### src/sv/ctns_pkg.sv
// package: constants, types and sine table for the click synthesizer
`default_nettype none
package ctns_pkg;

    localparam int SINE_TABLE_BITS = 8;
    localparam int CFG_COUNT       = 7;
    localparam int CFG_IDX_W       = 3;
    localparam int MUL_W           = 32;
    localparam int MUL_CNT_W       = 6;

    localparam logic [CFG_IDX_W-1:0] REG_DURATION    = 3'd0;
    localparam logic [CFG_IDX_W-1:0] REG_NORMAL_STEP = 3'd1;
    localparam logic [CFG_IDX_W-1:0] REG_ACCENT_STEP = 3'd2;
    localparam logic [CFG_IDX_W-1:0] REG_NORMAL_GAIN = 3'd3;
    localparam logic [CFG_IDX_W-1:0] REG_ACCENT_GAIN = 3'd4;
    localparam logic [CFG_IDX_W-1:0] REG_TONE_DECAY  = 3'd5;
    localparam logic [CFG_IDX_W-1:0] REG_NOISE_DECAY = 3'd6;

    localparam logic [31:0] NOISE_SEED  = 32'hDEADBEEF;
    localparam logic [31:0] LCG_MUL     = 32'd1664525;
    localparam logic [31:0] LCG_ADD     = 32'd1013904223;
    localparam logic [15:0] SHAPE_OFS   = 16'd3129;
    localparam logic [15:0] TONE_LEVEL  = 16'd13107;
    localparam logic [15:0] NOISE_LEVEL = 16'd19661;
    localparam logic [15:0] ENV_FULL    = 16'hFFFF;

    typedef struct packed {
        logic [15:0] duration_samples;
        logic [14:0] normal_phase_step;
        logic [14:0] accent_phase_step;
        logic [15:0] normal_gain;
        logic [15:0] accent_gain;
        logic [15:0] tone_decay_factor;
        logic [15:0] noise_decay_factor;
    } cfg_t;

    // multiplier request / response between sequencer and serial multiplier
    typedef struct packed {
        logic              start;
        logic [MUL_W-1:0]  a;
        logic [MUL_W-1:0]  b;
    } mul_req_t;

    typedef struct packed {
        logic                busy;
        logic [2*MUL_W-1:0]  prod;
    } mul_rsp_t;

    function automatic logic [15:0] quarter_sine(input logic [15:0] z);
        logic [31:0] z2;
        logic [31:0] t;
        logic [31:0] r;
        z2 = ({16'd0, z} * {16'd0, z}) >> 15;
        t  = 32'd21167 - ((z2 * 32'd2611) >> 15);
        t  = 32'd51472 - ((z2 * t) >> 15);
        r  = ({16'd0, z} * t) >> 15;
        if (r > 32'd32767) r = 32'd32767;
        return r[15:0];
    endfunction

    // one sine table entry for an angle code, evaluated at elaboration
    function automatic logic [15:0] sine_entry(input logic [SINE_TABLE_BITS-1:0] idx);
        logic [15:0] a;
        logic [15:0] z;
        logic [15:0] v;
        a = {idx, {(16-SINE_TABLE_BITS){1'b0}}};
        z = {1'b0, a[13:0], 1'b0};
        v = a[14] ? quarter_sine(16'd32768 - z) : quarter_sine(z);
        return a[15] ? -$signed(v) : $signed(v);
    endfunction

    typedef logic [(1<<SINE_TABLE_BITS)-1:0][15:0] sine_tab_t;

    function automatic sine_tab_t make_sine_tab();
        sine_tab_t tab;
        for (int i = 0; i < (1<<SINE_TABLE_BITS); i++)
            tab[i] = sine_entry(SINE_TABLE_BITS'(i));
        return tab;
    endfunction

    // constant sine table, indexed by the top angle bits
    localparam sine_tab_t SINE_TAB = make_sine_tab();

    function automatic logic signed [15:0] sine_rom(input logic [SINE_TABLE_BITS-1:0] idx);
        return $signed(SINE_TAB[idx]);
    endfunction

endpackage
`default_nettype wire

### src/sv/ctns_if.sv
// handshake channel interfaces for the click synthesizer
`default_nettype none
interface ctns_in_if;
    logic valid;
    logic ready;
    logic trigger;
    logic accented;
    modport source (output valid, trigger, accented, input ready);
    modport sink   (input valid, trigger, accented, output ready);
endinterface

interface ctns_out_if;
    logic               valid;
    logic               ready;
    logic signed [15:0] click_sample;
    logic               click_running;
    modport source (output valid, click_sample, click_running, input ready);
    modport sink   (input valid, click_sample, click_running, output ready);
endinterface

interface ctns_cfg_if;
    logic        valid;
    logic        ready;
    logic [2:0]  index;
    logic [15:0] data;
    modport source (output valid, index, data, input ready);
    modport sink   (input valid, index, data, output ready);
endinterface
`default_nettype wire

### src/sv/ctns_mul.sv
// bit-serial shift-add multiplier, one multiplier bit per cycle
`default_nettype none
module ctns_mul (
    input  wire logic              clk,
    input  wire logic              rst_n,
    input  wire ctns_pkg::mul_req_t req,
    output ctns_pkg::mul_rsp_t     rsp
);
    logic [2*ctns_pkg::MUL_W-1:0] acc_reg, acc_next;
    logic [2*ctns_pkg::MUL_W-1:0] mcand_reg, mcand_next;
    logic [ctns_pkg::MUL_W-1:0]   mplier_reg, mplier_next;
    logic [ctns_pkg::MUL_CNT_W-1:0] cnt_reg, cnt_next;
    logic busy_reg, busy_next;

    // one partial product per cycle
    always_comb
    begin
        acc_next    = acc_reg;
        mcand_next  = mcand_reg;
        mplier_next = mplier_reg;
        cnt_next    = cnt_reg;
        busy_next   = busy_reg;
        if (req.start)
        begin
            acc_next    = '0;
            mcand_next  = {{ctns_pkg::MUL_W{1'b0}}, req.a};
            mplier_next = req.b;
            cnt_next    = ctns_pkg::MUL_CNT_W'(ctns_pkg::MUL_W);
            busy_next   = 1'b1;
        end
        else if (busy_reg)
        begin
            if (mplier_reg[0])
                acc_next = acc_reg + mcand_reg;
            mcand_next  = mcand_reg << 1;
            mplier_next = mplier_reg >> 1;
            cnt_next    = cnt_reg - 1'b1;
            if (cnt_reg == ctns_pkg::MUL_CNT_W'(1))
                busy_next = 1'b0;
        end
    end

    always_ff @(posedge clk or negedge rst_n)
    begin
        if (!rst_n)
        begin
            busy_reg <= 1'b0;
            cnt_reg  <= '0;
        end
        else
        begin
            busy_reg <= busy_next;
            cnt_reg  <= cnt_next;
        end
    end

    always_ff @(posedge clk)
    begin
        acc_reg    <= acc_next;
        mcand_reg  <= mcand_next;
        mplier_reg <= mplier_next;
    end

    assign rsp.busy = busy_reg;
    assign rsp.prod = acc_reg;

    ap_cnt: assert property (@(posedge clk) disable iff (!rst_n)
        busy_reg |-> cnt_reg != '0) else $error("busy with zero count");
    ap_done: assert property (@(posedge clk) disable iff (!rst_n)
        (busy_reg && cnt_reg == ctns_pkg::MUL_CNT_W'(1) && !req.start) |=> !busy_reg)
        else $error("multiplier overran");
    ap_start: assert property (@(posedge clk) disable iff (!rst_n)
        req.start |=> busy_reg) else $error("start lost");
endmodule
`default_nettype wire

### src/sv/ctns_regs.sv
// configuration register file
`default_nettype none
module ctns_regs (
    input  wire logic   clk,
    input  wire logic   rst_n,
    ctns_cfg_if.sink    cfg,
    output ctns_pkg::cfg_t regs
);
    ctns_pkg::cfg_t regs_reg;

    assign cfg.ready = 1'b1;

    // register writes by index
    always_ff @(posedge clk or negedge rst_n)
    begin
        if (!rst_n)
        begin
            regs_reg.duration_samples   <= 16'd1440;
            regs_reg.normal_phase_step  <= 15'd1365;
            regs_reg.accent_phase_step  <= 15'd2048;
            regs_reg.normal_gain        <= 16'd16384;
            regs_reg.accent_gain        <= 16'd16384;
            regs_reg.tone_decay_factor  <= 16'd64722;
            regs_reg.noise_decay_factor <= 16'd64992;
        end
        else if (cfg.valid)
        begin
            case (cfg.index)
                ctns_pkg::REG_DURATION:    regs_reg.duration_samples   <= cfg.data;
                ctns_pkg::REG_NORMAL_STEP: regs_reg.normal_phase_step  <= cfg.data[14:0];
                ctns_pkg::REG_ACCENT_STEP: regs_reg.accent_phase_step  <= cfg.data[14:0];
                ctns_pkg::REG_NORMAL_GAIN: regs_reg.normal_gain        <= cfg.data;
                ctns_pkg::REG_ACCENT_GAIN: regs_reg.accent_gain        <= cfg.data;
                ctns_pkg::REG_TONE_DECAY:  regs_reg.tone_decay_factor  <= cfg.data;
                ctns_pkg::REG_NOISE_DECAY: regs_reg.noise_decay_factor <= cfg.data;
                default: ;
            endcase
        end
    end

    assign regs = regs_reg;
endmodule
`default_nettype wire

### src/sv/ctns_core.sv
// sample sequencer: runs the per-sample products through the serial multiplier
`default_nettype none
module ctns_core (
    input  wire logic      clk,
    input  wire logic      rst_n,
    input  ctns_pkg::cfg_t regs,
    ctns_in_if.sink        in_ch,
    ctns_out_if.source     out_ch
);
    typedef enum logic [7:0] {
        S_IDLE  = 8'b00000001,
        S_START = 8'b00000010,
        S_MUL   = 8'b00000100,
        S_WAIT  = 8'b00001000,
        S_NEXT  = 8'b00010000,
        S_DONE  = 8'b00100000,
        S_OUT   = 8'b01000000,
        S_HOLD  = 8'b10000000
    } state_t;

    // product steps of one sample
    typedef enum logic [3:0] {
        P_LCG, P_TONE1, P_TONE2, P_SHAPE, P_NZ1, P_NZ2, P_GAIN, P_TENV, P_NENV, P_LAST
    } step_t;

    state_t state_reg, state_next;
    step_t  step_reg;
    logic        active_reg;
    logic [15:0] remain_reg;
    logic        accent_reg;
    logic [15:0] phase_reg;
    logic [31:0] noise_reg;
    logic [15:0] tenv_reg;
    logic [15:0] nenv_reg;
    logic signed [31:0] tone_reg, nz_reg, sample_reg;
    logic signed [15:0] res_sample_reg;
    logic        res_run_reg;
    logic        out_valid_reg;

    ctns_pkg::mul_req_t req;
    ctns_pkg::mul_rsp_t rsp;
    logic neg_reg;

    ctns_mul u_mul (.clk(clk), .rst_n(rst_n), .req(req), .rsp(rsp));

    // signed magnitude helpers
    function automatic logic [31:0] mag(input logic signed [31:0] v);
        return v[31] ? 32'(-v) : 32'(v);
    endfunction

    logic [15:0] shape_ang;
    logic signed [15:0] sin_tone, sin_shape;
    logic [16:0] phase3;
    logic [15:0] step_sel;
    logic [15:0] gain_sel;
    logic signed [31:0] noise_val;
    logic [63:0] prod;
    logic signed [31:0] sres;

    always_comb
    begin
        phase3    = ({1'b0, phase_reg} + {phase_reg, 1'b0}) >> 1;
        shape_ang = phase3[15:0] + ctns_pkg::SHAPE_OFS;
        sin_tone  = ctns_pkg::sine_rom(phase_reg[15 -: ctns_pkg::SINE_TABLE_BITS]);
        sin_shape = ctns_pkg::sine_rom(shape_ang[15 -: ctns_pkg::SINE_TABLE_BITS]);
        step_sel  = accent_reg ? {1'b0, regs.accent_phase_step}
                               : {1'b0, regs.normal_phase_step};
        gain_sel  = accent_reg ? regs.accent_gain : regs.normal_gain;
        noise_val = $signed({16'd0, noise_reg[31:16]}) - 32'sd32768;
        prod      = rsp.prod;
    end

    // operand selection and sign of the pending product
    logic [31:0] op_a, op_b;
    logic        op_neg;
    always_comb
    begin
        op_a = '0;
        op_b = '0;
        op_neg = 1'b0;
        case (step_reg)
            P_LCG:   begin op_a = noise_reg; op_b = ctns_pkg::LCG_MUL; end
            P_TONE1: begin op_a = mag(32'(sin_tone)); op_b = {16'd0, tenv_reg};
                           op_neg = sin_tone[15]; end
            P_TONE2: begin op_a = mag(tone_reg); op_b = {16'd0, ctns_pkg::TONE_LEVEL};
                           op_neg = tone_reg[31]; end
            P_SHAPE: begin op_a = mag(noise_val); op_b = mag(32'(sin_shape));
                           op_neg = noise_val[31] ^ sin_shape[15]; end
            P_NZ1:   begin op_a = mag(nz_reg); op_b = {16'd0, nenv_reg};
                           op_neg = nz_reg[31]; end
            P_NZ2:   begin op_a = mag(nz_reg); op_b = {16'd0, ctns_pkg::NOISE_LEVEL};
                           op_neg = nz_reg[31]; end
            P_GAIN:  begin op_a = mag(tone_reg + nz_reg); op_b = {16'd0, gain_sel};
                           op_neg = (tone_reg + nz_reg) < 0; end
            P_TENV:  begin op_a = {16'd0, tenv_reg}; op_b = {16'd0, regs.tone_decay_factor}; end
            P_NENV:  begin op_a = {16'd0, nenv_reg}; op_b = {16'd0, regs.noise_decay_factor}; end
            default: ;
        endcase
    end

    assign req.start = (state_reg == S_MUL);
    assign req.a     = op_a;
    assign req.b     = op_b;

    // shifted magnitude restored to signed
    logic [31:0] shmag;
    always_comb
    begin
        case (step_reg)
            P_TONE1, P_NZ1: shmag = prod[47:16];
            P_GAIN:         shmag = prod[45:14];
            default:        shmag = prod[46:15];
        endcase
        sres = neg_reg ? -$signed(shmag) : $signed(shmag);
    end

    logic acc_in;
    assign acc_in = in_ch.valid && in_ch.ready;
    assign in_ch.ready = (state_reg == S_IDLE);

    // sequencer
    always_comb
    begin
        state_next = state_reg;
        case (state_reg)
            S_IDLE:  if (acc_in) state_next = S_START;
            S_START: state_next = (active_reg && remain_reg != 16'd0) ? S_MUL : S_DONE;
            S_MUL:   state_next = S_WAIT;
            S_WAIT:  if (!rsp.busy) state_next = S_NEXT;
            S_NEXT:  state_next = (step_reg == P_NENV) ? S_DONE : S_MUL;
            S_DONE:  state_next = S_OUT;
            S_OUT:   state_next = S_HOLD;
            S_HOLD:  if (out_ch.ready) state_next = S_IDLE;
            default: state_next = S_IDLE;
        endcase
    end

    always_ff @(posedge clk or negedge rst_n)
    begin
        if (!rst_n)
        begin
            state_reg  <= S_IDLE;
            step_reg   <= P_LCG;
            active_reg <= 1'b0;
            remain_reg <= '0;
            accent_reg <= 1'b0;
            phase_reg  <= '0;
            noise_reg  <= ctns_pkg::NOISE_SEED;
            tenv_reg   <= ctns_pkg::ENV_FULL;
            nenv_reg   <= ctns_pkg::ENV_FULL;
            out_valid_reg <= 1'b0;
            neg_reg    <= 1'b0;
        end
        else
        begin
            state_reg <= state_next;
            case (state_reg)
                S_IDLE:
                begin
                    if (acc_in && in_ch.trigger)
                    begin
                        remain_reg <= regs.duration_samples;
                        active_reg <= regs.duration_samples != 16'd0;
                        accent_reg <= in_ch.accented;
                        phase_reg  <= '0;
                        noise_reg  <= ctns_pkg::NOISE_SEED;
                        tenv_reg   <= ctns_pkg::ENV_FULL;
                        nenv_reg   <= ctns_pkg::ENV_FULL;
                    end
                    step_reg <= P_LCG;
                end
                S_MUL: neg_reg <= op_neg;
                S_NEXT:
                begin
                    case (step_reg)
                        P_LCG:   noise_reg <= prod[31:0] + ctns_pkg::LCG_ADD;
                        P_TENV:  tenv_reg  <= prod[31:16];
                        P_NENV:  nenv_reg  <= prod[31:16];
                        default: ;
                    endcase
                    step_reg <= (step_reg == P_NENV) ? P_LCG : step_t'(step_reg + 4'd1);
                end
                S_DONE:
                begin
                    if (active_reg && remain_reg != 16'd0)
                    begin
                        phase_reg  <= phase_reg + step_sel;
                        remain_reg <= remain_reg - 16'd1;
                        active_reg <= remain_reg != 16'd1;
                    end
                    else
                        active_reg <= 1'b0;
                end
                S_OUT:  out_valid_reg <= 1'b1;
                S_HOLD: if (out_ch.ready) out_valid_reg <= 1'b0;
                default: ;
            endcase
        end
    end

    // product results and output register
    always_ff @(posedge clk)
    begin
        if (state_reg == S_START)
        begin
            res_run_reg <= active_reg && remain_reg != 16'd0;
            sample_reg  <= '0;
        end
        if (state_reg == S_NEXT)
        begin
            case (step_reg)
                P_TONE1, P_TONE2: tone_reg <= sres;
                P_SHAPE, P_NZ1, P_NZ2: nz_reg <= sres;
                P_GAIN: sample_reg <= sres;
                default: ;
            endcase
        end
        if (state_reg == S_DONE)
        begin
            if (sample_reg > 32'sd32767)
                res_sample_reg <= 16'sh7FFF;
            else if (sample_reg < -32'sd32768)
                res_sample_reg <= -16'sd32768;
            else
                res_sample_reg <= sample_reg[15:0];
        end
    end

    assign out_ch.valid         = out_valid_reg;
    assign out_ch.click_sample  = res_sample_reg;
    assign out_ch.click_running = res_run_reg;

    ap_vld: assert property (@(posedge clk) disable iff (!rst_n)
        out_valid_reg |-> state_reg == S_HOLD) else $error("result outside hold");
    ap_rdy: assert property (@(posedge clk) disable iff (!rst_n)
        in_ch.ready |-> !out_valid_reg) else $error("ready while result pending");
    ap_act: assert property (@(posedge clk) disable iff (!rst_n)
        (state_reg == S_IDLE && active_reg) |-> remain_reg != 16'd0)
        else $error("active with empty count");
endmodule
`default_nettype wire

### src/sv/click_tone_noise_synth.sv
// top level of the click synthesizer
// Channels: in_ch carries one sample tick per item (trigger, accented);
// out_ch returns exactly one item per tick (click_sample, click_running);
// cfg_ch writes the seven registers by index and is always ready. The user
// must write it only while no tick is in flight; the block itself does not
// enforce this. Each tick is worked by a sequencer that runs nine 32x32
// products through one bit-serial shift-add multiplier, each as start,
// wait and capture. A running tick passes S_START, the nine products,
// S_DONE and S_OUT before its result shows in S_HOLD; an idle tick skips
// the products. The next tick is taken once the result has been taken
// and the block is idle; for running ticks the multiplier sets the rate.
// The input is not ready again until the result item has been taken, so a
// stalled receiver simply holds the block with its result steady.
// Reset loads the register defaults, clears the click and seeds the noise.
`default_nettype none
module click_tone_noise_synth (
    input  wire logic  clk,
    input  wire logic  rst_n,
    ctns_in_if.sink    in_ch,
    ctns_out_if.source out_ch,
    ctns_cfg_if.sink   cfg_ch
);
    ctns_pkg::cfg_t regs;

    ctns_regs u_regs (.clk(clk), .rst_n(rst_n), .cfg(cfg_ch), .regs(regs));
    ctns_core u_core (.clk(clk), .rst_n(rst_n), .regs(regs),
                      .in_ch(in_ch), .out_ch(out_ch));
endmodule
`default_nettype wire
### src/flat_wrapper.sv
// flat-port wrapper written by rule: the top's interface ports become plain ports
module click_tone_noise_synth_flat 
  (clk, rst_n, in_ch_valid, in_ch_trigger, in_ch_accented, in_ch_ready, out_ch_valid, out_ch_click_sample, out_ch_click_running, out_ch_ready, cfg_ch_valid, cfg_ch_index, cfg_ch_data, cfg_ch_ready);
  ctns_in_if in_ch_i ();
  ctns_out_if out_ch_i ();
  ctns_cfg_if cfg_ch_i ();
  input  wire logic clk;
  input  wire logic rst_n;
  input wire logic [$bits(in_ch_i.valid)-1:0] in_ch_valid;
  input wire logic [$bits(in_ch_i.trigger)-1:0] in_ch_trigger;
  input wire logic [$bits(in_ch_i.accented)-1:0] in_ch_accented;
  output wire logic [$bits(in_ch_i.ready)-1:0] in_ch_ready;
  output wire logic [$bits(out_ch_i.valid)-1:0] out_ch_valid;
  output wire logic [$bits(out_ch_i.click_sample)-1:0] out_ch_click_sample;
  output wire logic [$bits(out_ch_i.click_running)-1:0] out_ch_click_running;
  input wire logic [$bits(out_ch_i.ready)-1:0] out_ch_ready;
  input wire logic [$bits(cfg_ch_i.valid)-1:0] cfg_ch_valid;
  input wire logic [$bits(cfg_ch_i.index)-1:0] cfg_ch_index;
  input wire logic [$bits(cfg_ch_i.data)-1:0] cfg_ch_data;
  output wire logic [$bits(cfg_ch_i.ready)-1:0] cfg_ch_ready;
  assign in_ch_i.valid = in_ch_valid;
  assign in_ch_i.trigger = in_ch_trigger;
  assign in_ch_i.accented = in_ch_accented;
  assign in_ch_ready = in_ch_i.ready;
  assign out_ch_valid = out_ch_i.valid;
  assign out_ch_click_sample = out_ch_i.click_sample;
  assign out_ch_click_running = out_ch_i.click_running;
  assign out_ch_i.ready = out_ch_ready;
  assign cfg_ch_i.valid = cfg_ch_valid;
  assign cfg_ch_i.index = cfg_ch_index;
  assign cfg_ch_i.data = cfg_ch_data;
  assign cfg_ch_ready = cfg_ch_i.ready;
  click_tone_noise_synth u_core (.clk(clk), .rst_n(rst_n), .in_ch(in_ch_i), .out_ch(out_ch_i), .cfg_ch(cfg_ch_i));
endmodule
### config.mk
export PLATFORM = sky130hd
export DESIGN_NAME = click_tone_noise_synth_flat
export DESIGN_NICKNAME = d
export VERILOG_FILES = /design/src/sv/ctns_pkg.sv /design/src/sv/ctns_if.sv /design/src/sv/ctns_mul.sv /design/src/sv/ctns_regs.sv /design/src/sv/ctns_core.sv /design/src/sv/click_tone_noise_synth.sv /design/src/flat_wrapper.sv
export SDC_FILE = /design/constraint.sdc
export NUM_CORES = 2
export LEC_CHECK = 0
export BUFFER_PORTS_ARGS = -buffer_cell sky130_fd_sc_hd__buf_2
export CORE_ASPECT_RATIO = 1.5
export CORE_MARGIN = 2
export CORE_UTILIZATION = 25
export DETAILED_ROUTE_END_ITERATION = 10
export PLACE_DENSITY = 0.39
export SYNTH_ARGS = -nofsm -noshare
export SYNTH_HDL_FRONTEND = slang
export SYNTH_SLANG_ARGS = --single-unit
### constraint.sdc
create_clock -name clk -period 7.6 [get_ports clk]
set_input_delay 1.14 -clock clk [delete_from_list [all_inputs] [get_ports clk]]
set_output_delay 1.14 -clock clk [all_outputs]
set_load 0.02 [all_outputs]
# After elaboration in Yosys (flattened, before gate mapping)

Memory sizes are Yosys's and may differ from the RTL's.
Cells that the tools add are included.

Equality and inequality tests: 32
Bitwise operators: 1
$add $sub $neg: 17
Muxes and demuxes: 55
Reductions and logical operators: 33
Order comparisons: 5

Operator list:

| cell                     | count |
|---|---|
| $mux W32                 | 16 |
| $pmux W32 S9             | 1 |
| $pmux W32 S8             | 1 |
| $mux W16                 | 11 |
| $neg A32 Y32             | 4 |
| $pmux W16 S2             | 4 |
| $pmux W32 S2             | 2 |
| $add A64 B64 Y64         | 1 |
| $neg A16 Y32             | 2 |
| $pmux W8 S8              | 1 |
| $add A32 B30 Y32 const B | 1 |
| $add A32 B32 Y32         | 1 |
| $gt A32 B16 Y1 const B   | 1 |
| $lt A32 B1 Y1 const B    | 1 |
| $lt A32 B16 Y1 const B   | 1 |
| $neg A17 Y32             | 1 |
| $reduce_bool A16 Y1      | 2 |
| $reduce_and A2 Y1        | 13 |
| $mux W6                  | 4 |
| $mux W8                  | 3 |
| $lt A8 B9 Y1 const B     | 2 |
| $add A16 B17 Y17         | 1 |
| $sub A16 B16 Y17 const B | 1 |
| $add A16 B12 Y16 const B | 1 |
| other kinds (37)         | 67 |

Bits in read-only memories: 8192
Input port bits: 26
Output and inout bits: 20
Memories: 2
Logic and storage cells: 174
Register bits after elaboration: 502

Memories:

| memory          | depth | bits a word | read ports | clocked after memory_dff | write ports | RTL line       | text |
|---|---|---|---|---|---|---|---|
| (no name shown) | 256   | 16          | 1          | 0                        | 0           | ctns_pkg.sv:85 | `return $signed(SINE_TAB[idx]);` |
| (no name shown) | 256   | 16          | 1          | 0                        | 0           | ctns_pkg.sv:85 |  |

# Depth between registers and ports, before layout

Depth after elaboration: 8
Mapped depth: 28

# By module

A second synthesis with hierarchy kept.

Cells, all modules: 5549
Area, all modules: 44328.8 sq um

By module, submodules not included:

| module    | cells each | times used | area each (sq um) |
|---|---|---|---|
| ctns_core | 4169       | 1          | 29729.8 |
| ctns_mul  | 1137       | 1          | 10296.1 |
| ctns_regs | 243        | 1          | 4302.9 |

# Least setup slack after synthesis

OpenSTA, ideal clock, no wires.

Path type: register to register
From: register u_core.u_core.phase_reg[10]
To: register u_core.u_core.u_mul.mplier_reg[11] (netlist bit) (data pin)
Arrival: 6.262 ns
Buffers on the path: 10
Data required time: 7.328 ns
Slack: 1.066 ns
Setup time: 0.272 ns
Stages on the path, launching flop included: 28
Cell sequence: dfrtp_1 -> clkbuf_1 -> buf_2 -> inv_1 -> clkbuf_1 -> buf_1 -> ha_1 -> buf_2 -> xnor2_1 -> buf_4 -> buf_2 -> buf_2 -> o21ai_0 -> nand2_1 -> inv_1 -> ha_1 -> or2_2 -> buf_1 -> clkbuf_1 -> a21oi_1 -> o221ai_1 -> o311ai_0 -> a31oi_1 -> nor4_2 -> nand3_2 -> nor3_1 -> a21oi_1 -> or4_1

Word-level cells in the longest chain between the ends: 8

RTL lines:

| what                                          | RTL line         | text |
|---|---|---|
| start: declaration                            | ctns_core.sv:31  | `logic [15:0] phase_reg;` |
| start signal: assignment                      | ctns_core.sv:187 | `phase_reg <= phase_reg + step_sel;` |
| $add A16 B17 Y17 (*)                          | ctns_core.sv:62  | `phase3 = ({1'b0, phase_reg} + {phase_reg, 1'b0}) >> 1;` |
| $add A16 B12 Y16 (*)                          | ctns_core.sv:63  | `shape_ang = phase3[15:0] + ctns_pkg::SHAPE_OFS;` |
| $mem_v2 Z256 W16 (*)                          | -                |  |
| $mux W16 (implied by the code) (*)            | ctns_pkg.sv:85   |  |
| $neg A16 Y32                                  | ctns_core.sv:48  | `return v[31] ? 32'(-v) : 32'(v);` |
| $mux W32 (*)                                  | ctns_core.sv:48  |  |
| $pmux W32 S9 (*)                              | ctns_core.sv:81  | `case (step_reg)` |
| $mux W32 (*)                                  | ctns_mul.sv:23   | `if (req.start)` |
| net u_core.u_core.u_mul.mplier_next (one bit) | ctns_mul.sv:11   | `logic [ctns_pkg::MUL_W-1:0] mplier_reg, mplier_next;` |
| end signal: assignment                        | ctns_mul.sv:61   | `mplier_reg <= mplier_next;` |
| end: declaration                              | ctns_mul.sv:11   |  |

Mark *: on every way through the listed nets, which the timed path passes. The rest lies on a longest branch. The select of a mux whose other input is x is not followed.
A chain may end at the register's enable or synchronous reset.

# Final worst setup path

From: register u_core.u_core.phase_reg[0]
To: register u_core.u_core.u_mul.mplier_reg[13] (netlist bit) (data pin)

Same word-level chain as after synthesis.

==> flow_summary.yaml <==
outcome:
  outcome: "finished, final reports clean"
detailed_routing:
  drc_errors: 0
  viasPerCell: 5.96
  drt-total-wl_um: 282000
  routedWlPerCell_um: 36.1
  drt-pass1-iter-count: 6
  ant_nets: 0
  drt_iter0_drc: 4516
  vias: 46700
power_and_ir_drop:
  finalPower_mw: 20.2
  p_int_mw: 9.75
  ir_drop_uv: 198
  power.switching_mw: 10.4
  power_density_nw_per_um2: 400
  power_frac_clock: 0.140
  switching_share: 0.516
  seq_power_share: 0.223
  power.share.combinational: 0.637
  p_leak_nw: 19.6
clock_tree:
  cts_setup_buffers: 0
  numCtsBuffers: 55
  cts_tree: "done"
  clock_sinks: 470
  clk_pin_slew_ns: 0.06
  cts_max_level: 2
  clkLatencyLatePin_ns: 0.67
  cts-root-buf: "clkbuf_16"
  clockBufferDepth: 3
sta:
  relSlewSlack: 0.0474
  worstMarginPinSlew_ns: 1.42
  setup_viol: 0
  holdWs_ns: 0.456
  setup_tns_ns: 0
  rsz0062_at_grt: "false"
  fin_crit_ns: 7.50
  slew_violations: 0
  fmax_mhz: 133
  hold_violations: 0
  fin_crit_sh: 0.987
  skew_ns: 0.0642
placed_design:
  dp_cells: 7697
  place_congestion: 1.07
  place_hpwl_um: 213000
  io_buffers: 44
global_routing:
  grt_use_total: 0.319
  use_met1: 0.309
  antenna_found_initial: 37
  top_usage_layer: "met2"
  met3_usage: 0.0645
  grt-ovfl-total: 0
  grt_pass1_wl_um: 387000
  grt_max_degree: 171
  grt_pass1_vias: 45800
  use_met2: 0.562
die:
  core_um2: 169000
  die_h_um: 509
  die_area_um2: 173000
  initial_utilization: 0.251
  row_count: 185
  die_w_um: 340
  io_pins: 46
synthesis:
  synth_top_area_cell: "edfxtp_1"
  ys_top_cells_by_area: "edfxtp_1, dfrtp_1, dfstp_2"
  ys.flop_type: "edfxtp_1"
  syn-num-nets: 5513
  yosysSeqAreaShare: 0.286
  yosysTopAreaCellShare: 0.103
  synth_edf_count: 145
  async_reset_ff_frac: 0.487
  yosys_warnings: 0
  synth_seq_cells: 470
  synthCells: 5310
  synth_cell_type_count: 128
  syn-cell-area_um2: 42400
  postSynthAreaPerCell_um2: 7.99
setup_path:
  startpoint_type: "flop"
  cp-end-kind: "flop"
  worstPathRequired_ns: 7.99
  ff2ff_path_depth: 25
  timing.rr.end: "u_core.u_core.u_mul.mplier_reg[13]$_DFFE_PP_"
  r2r_start: "u_core.u_core.phase_reg[0]$_DFFE_PN0P_"
  startpoint: "u_core.u_core.phase_reg[0]$_DFFE_PN0P_"
  crit_type: "reg -> reg"
  rrSetupSlack_ns: 0.1
  path_max_fanout: 15
  crit_arrival_ns: 7.89
hold_path:
  worstHoldPathType: "reg -> reg"
  whs_endpoint: "u_core.u_core.sample_reg[5]$_DFF_P_"
  hold_depth: 2
  worstHoldStart: "u_core.u_core.sample_reg[5]$_DFF_P_"
finish:
  instances_no_fill: 7822
  largest_reg_flops: 110
  fin_nets: 5714
  drive_gt1_frac: 0.192
  fillers: 18400
  syn_to_final_growth_pct: 18.6
  post-route-util: 0.298
run:
  cap_violations: 0
-- how the worst max path moves through the flow --
stage | endpoint | slack, ns | cells after the start
2_1_floorplan | u_core.u_core.u_mul.mplier_reg[11]$_DFFE_PP_ | 1.07 | 27
3_3_place_gp | u_core.u_core.u_mul.mplier_reg[11]$_DFFE_PP_ | 0.03 | 28
3_5_place_dp | u_core.u_core.u_mul.mplier_reg[2]$_DFFE_PP_ | 0.21 | 26
4_1_cts | u_core.u_core.u_mul.mplier_reg[2]$_DFFE_PP_ | 0.16 | 26
5_1_grt | u_core.u_core.u_mul.mplier_reg[11]$_DFFE_PP_ | 0.09 | 29
6_report | u_core.u_core.u_mul.mplier_reg[13]$_DFFE_PP_ | 0.1 | 25
-- per-layer routing --
metal,vias to the layer above,routed length (um)
li1,20300,-
met1,23200,93000
met2,2185,141000
met3,936,15400
met4,22,32200
met5,-,134
-- synthesized netlist by cell type (84+ instances only) --
cell type / count
nand2_1: 595
dfstp_2: 90
dfxtp_1: 96
a211oi_1: 85
xnor2_1: 185
clkbuf_1: 287
o21ai_0: 432
dfrtp_1: 139
ha_1: 173
a21oi_1: 455
inv_1: 115
buf_2: 84
edfxtp_1: 145
mux2_2: 128
xor2_1: 100
nor2_1: 421
o22ai_1: 91
nand3_1: 170
nor3_1: 130
-- cell families (layout without fill, tap and decap cells) --
logic type / count (synthesis) / in the layout / synth area share
AO/OA/AOI/OAI: 1904 / 1904 / 0.299
XOR/XNOR: 290 / 290 / 0.0610
adder cells (fa/ha/maj): 177 / 177 / 0.0529
buffers and inverters: 573 / 821 / 0.0570
flip-flops: 470 / 470 / 0.286
multiplexers: 201 / 201 / 0.0574
other: 2 / 22 / 0.000177
AND/OR/NAND/NOR: 1693 / 1693 / 0.187
-- power by group through the flow --
stage	logic, mW	clock network, mW	registers, mW
2_1_floorplan	6.78	0	4.01
4_1_cts	12.3	2.91	4.49
3_3_place_gp	12.4	0	4.52
3_5_place_dp	12.3	0	4.53
5_1_grt	13.5	2.99	4.57
6_report	12.8	2.83	4.49
-- layout by cell type (no fill, tap or decap), drive strengths merged, types with 37 or more instances in the layout --
cell type / n
o221ai: 40
nand2b: 57
nand3: 175
xnor2: 189
a31oi: 78
dfrtp: 139
nor4: 53
nor2: 423
a21oi: 461
mux2i: 51
o21ai: 454
inv: 120
xor2: 101
a211oi: 91
nand4: 37
nand2: 596
ha: 173
o211ai: 66
a221oi: 66
buf: 597
dfxtp: 96
nor3: 132
mux2: 129
o22ai: 91
clkbuf: 81
a21o: 58
dfstp: 90
or3: 47
a22oi: 60
o31ai: 50
edfxtp: 145
-- cell type report --
cell class / count / area (um^2) / share of cell area
antenna: 20 / 50.0 / 0.000994
clock buffer: 80 / 1670 / 0.0331
clock inverter: 24 / 251 / 0.00499
inverter: 119 / 447 / 0.00887
multi-input combinational: 4267 / 28100 / 0.558
sequential: 470 / 12100 / 0.241
tap: 2244 / 2810 / 0.0557
timing repair buffer: 598 / 4900 / 0.0973
-- worst max-delay path, stage by stage, from the launching register on --
cell	delay, ns
dfrtp_1	0.38
ha_1	0.23
inv_1	0.07
fa_1	0.37
and2b_1	0.45
o311a_1	0.20
o21ai_0	0.09
and2_1	0.21
o311a_4	0.42
buf_4	0.15
xnor2_2	0.40
buf_4	0.42
ha_1	0.25
buf_4	0.31
buf_4	0.24
nand2_1	0.06
o22ai_1	0.97
nor4_1	0.14
buf_4	0.25
o31ai_1	0.30
nand4_1	0.30
nand3_4	0.20
nor4_2	0.07
buf_4	0.14
and3_1	0.15
or3_1	0.36
-- stage by stage --
| stage | worst slack [ns] | area (um^2) |
|---|---|---|
| floorplan | 1.07 | 42400 |
| global placement | 0.0336 | 48400 |
| detailed placement | 0.207 | 48400 |
| CTS | 0.165 | 50300 |
| global route | 0.0913 | 50300 |
| finish | 0.0980 | 50400 |
-- repair_timing --
item	4_1_cts	5_1_grt
hold buffers	0	0
gates resized for setup	0	2
endpoints found under the setup margin	0	10
(Power assumes the default switching activity.)
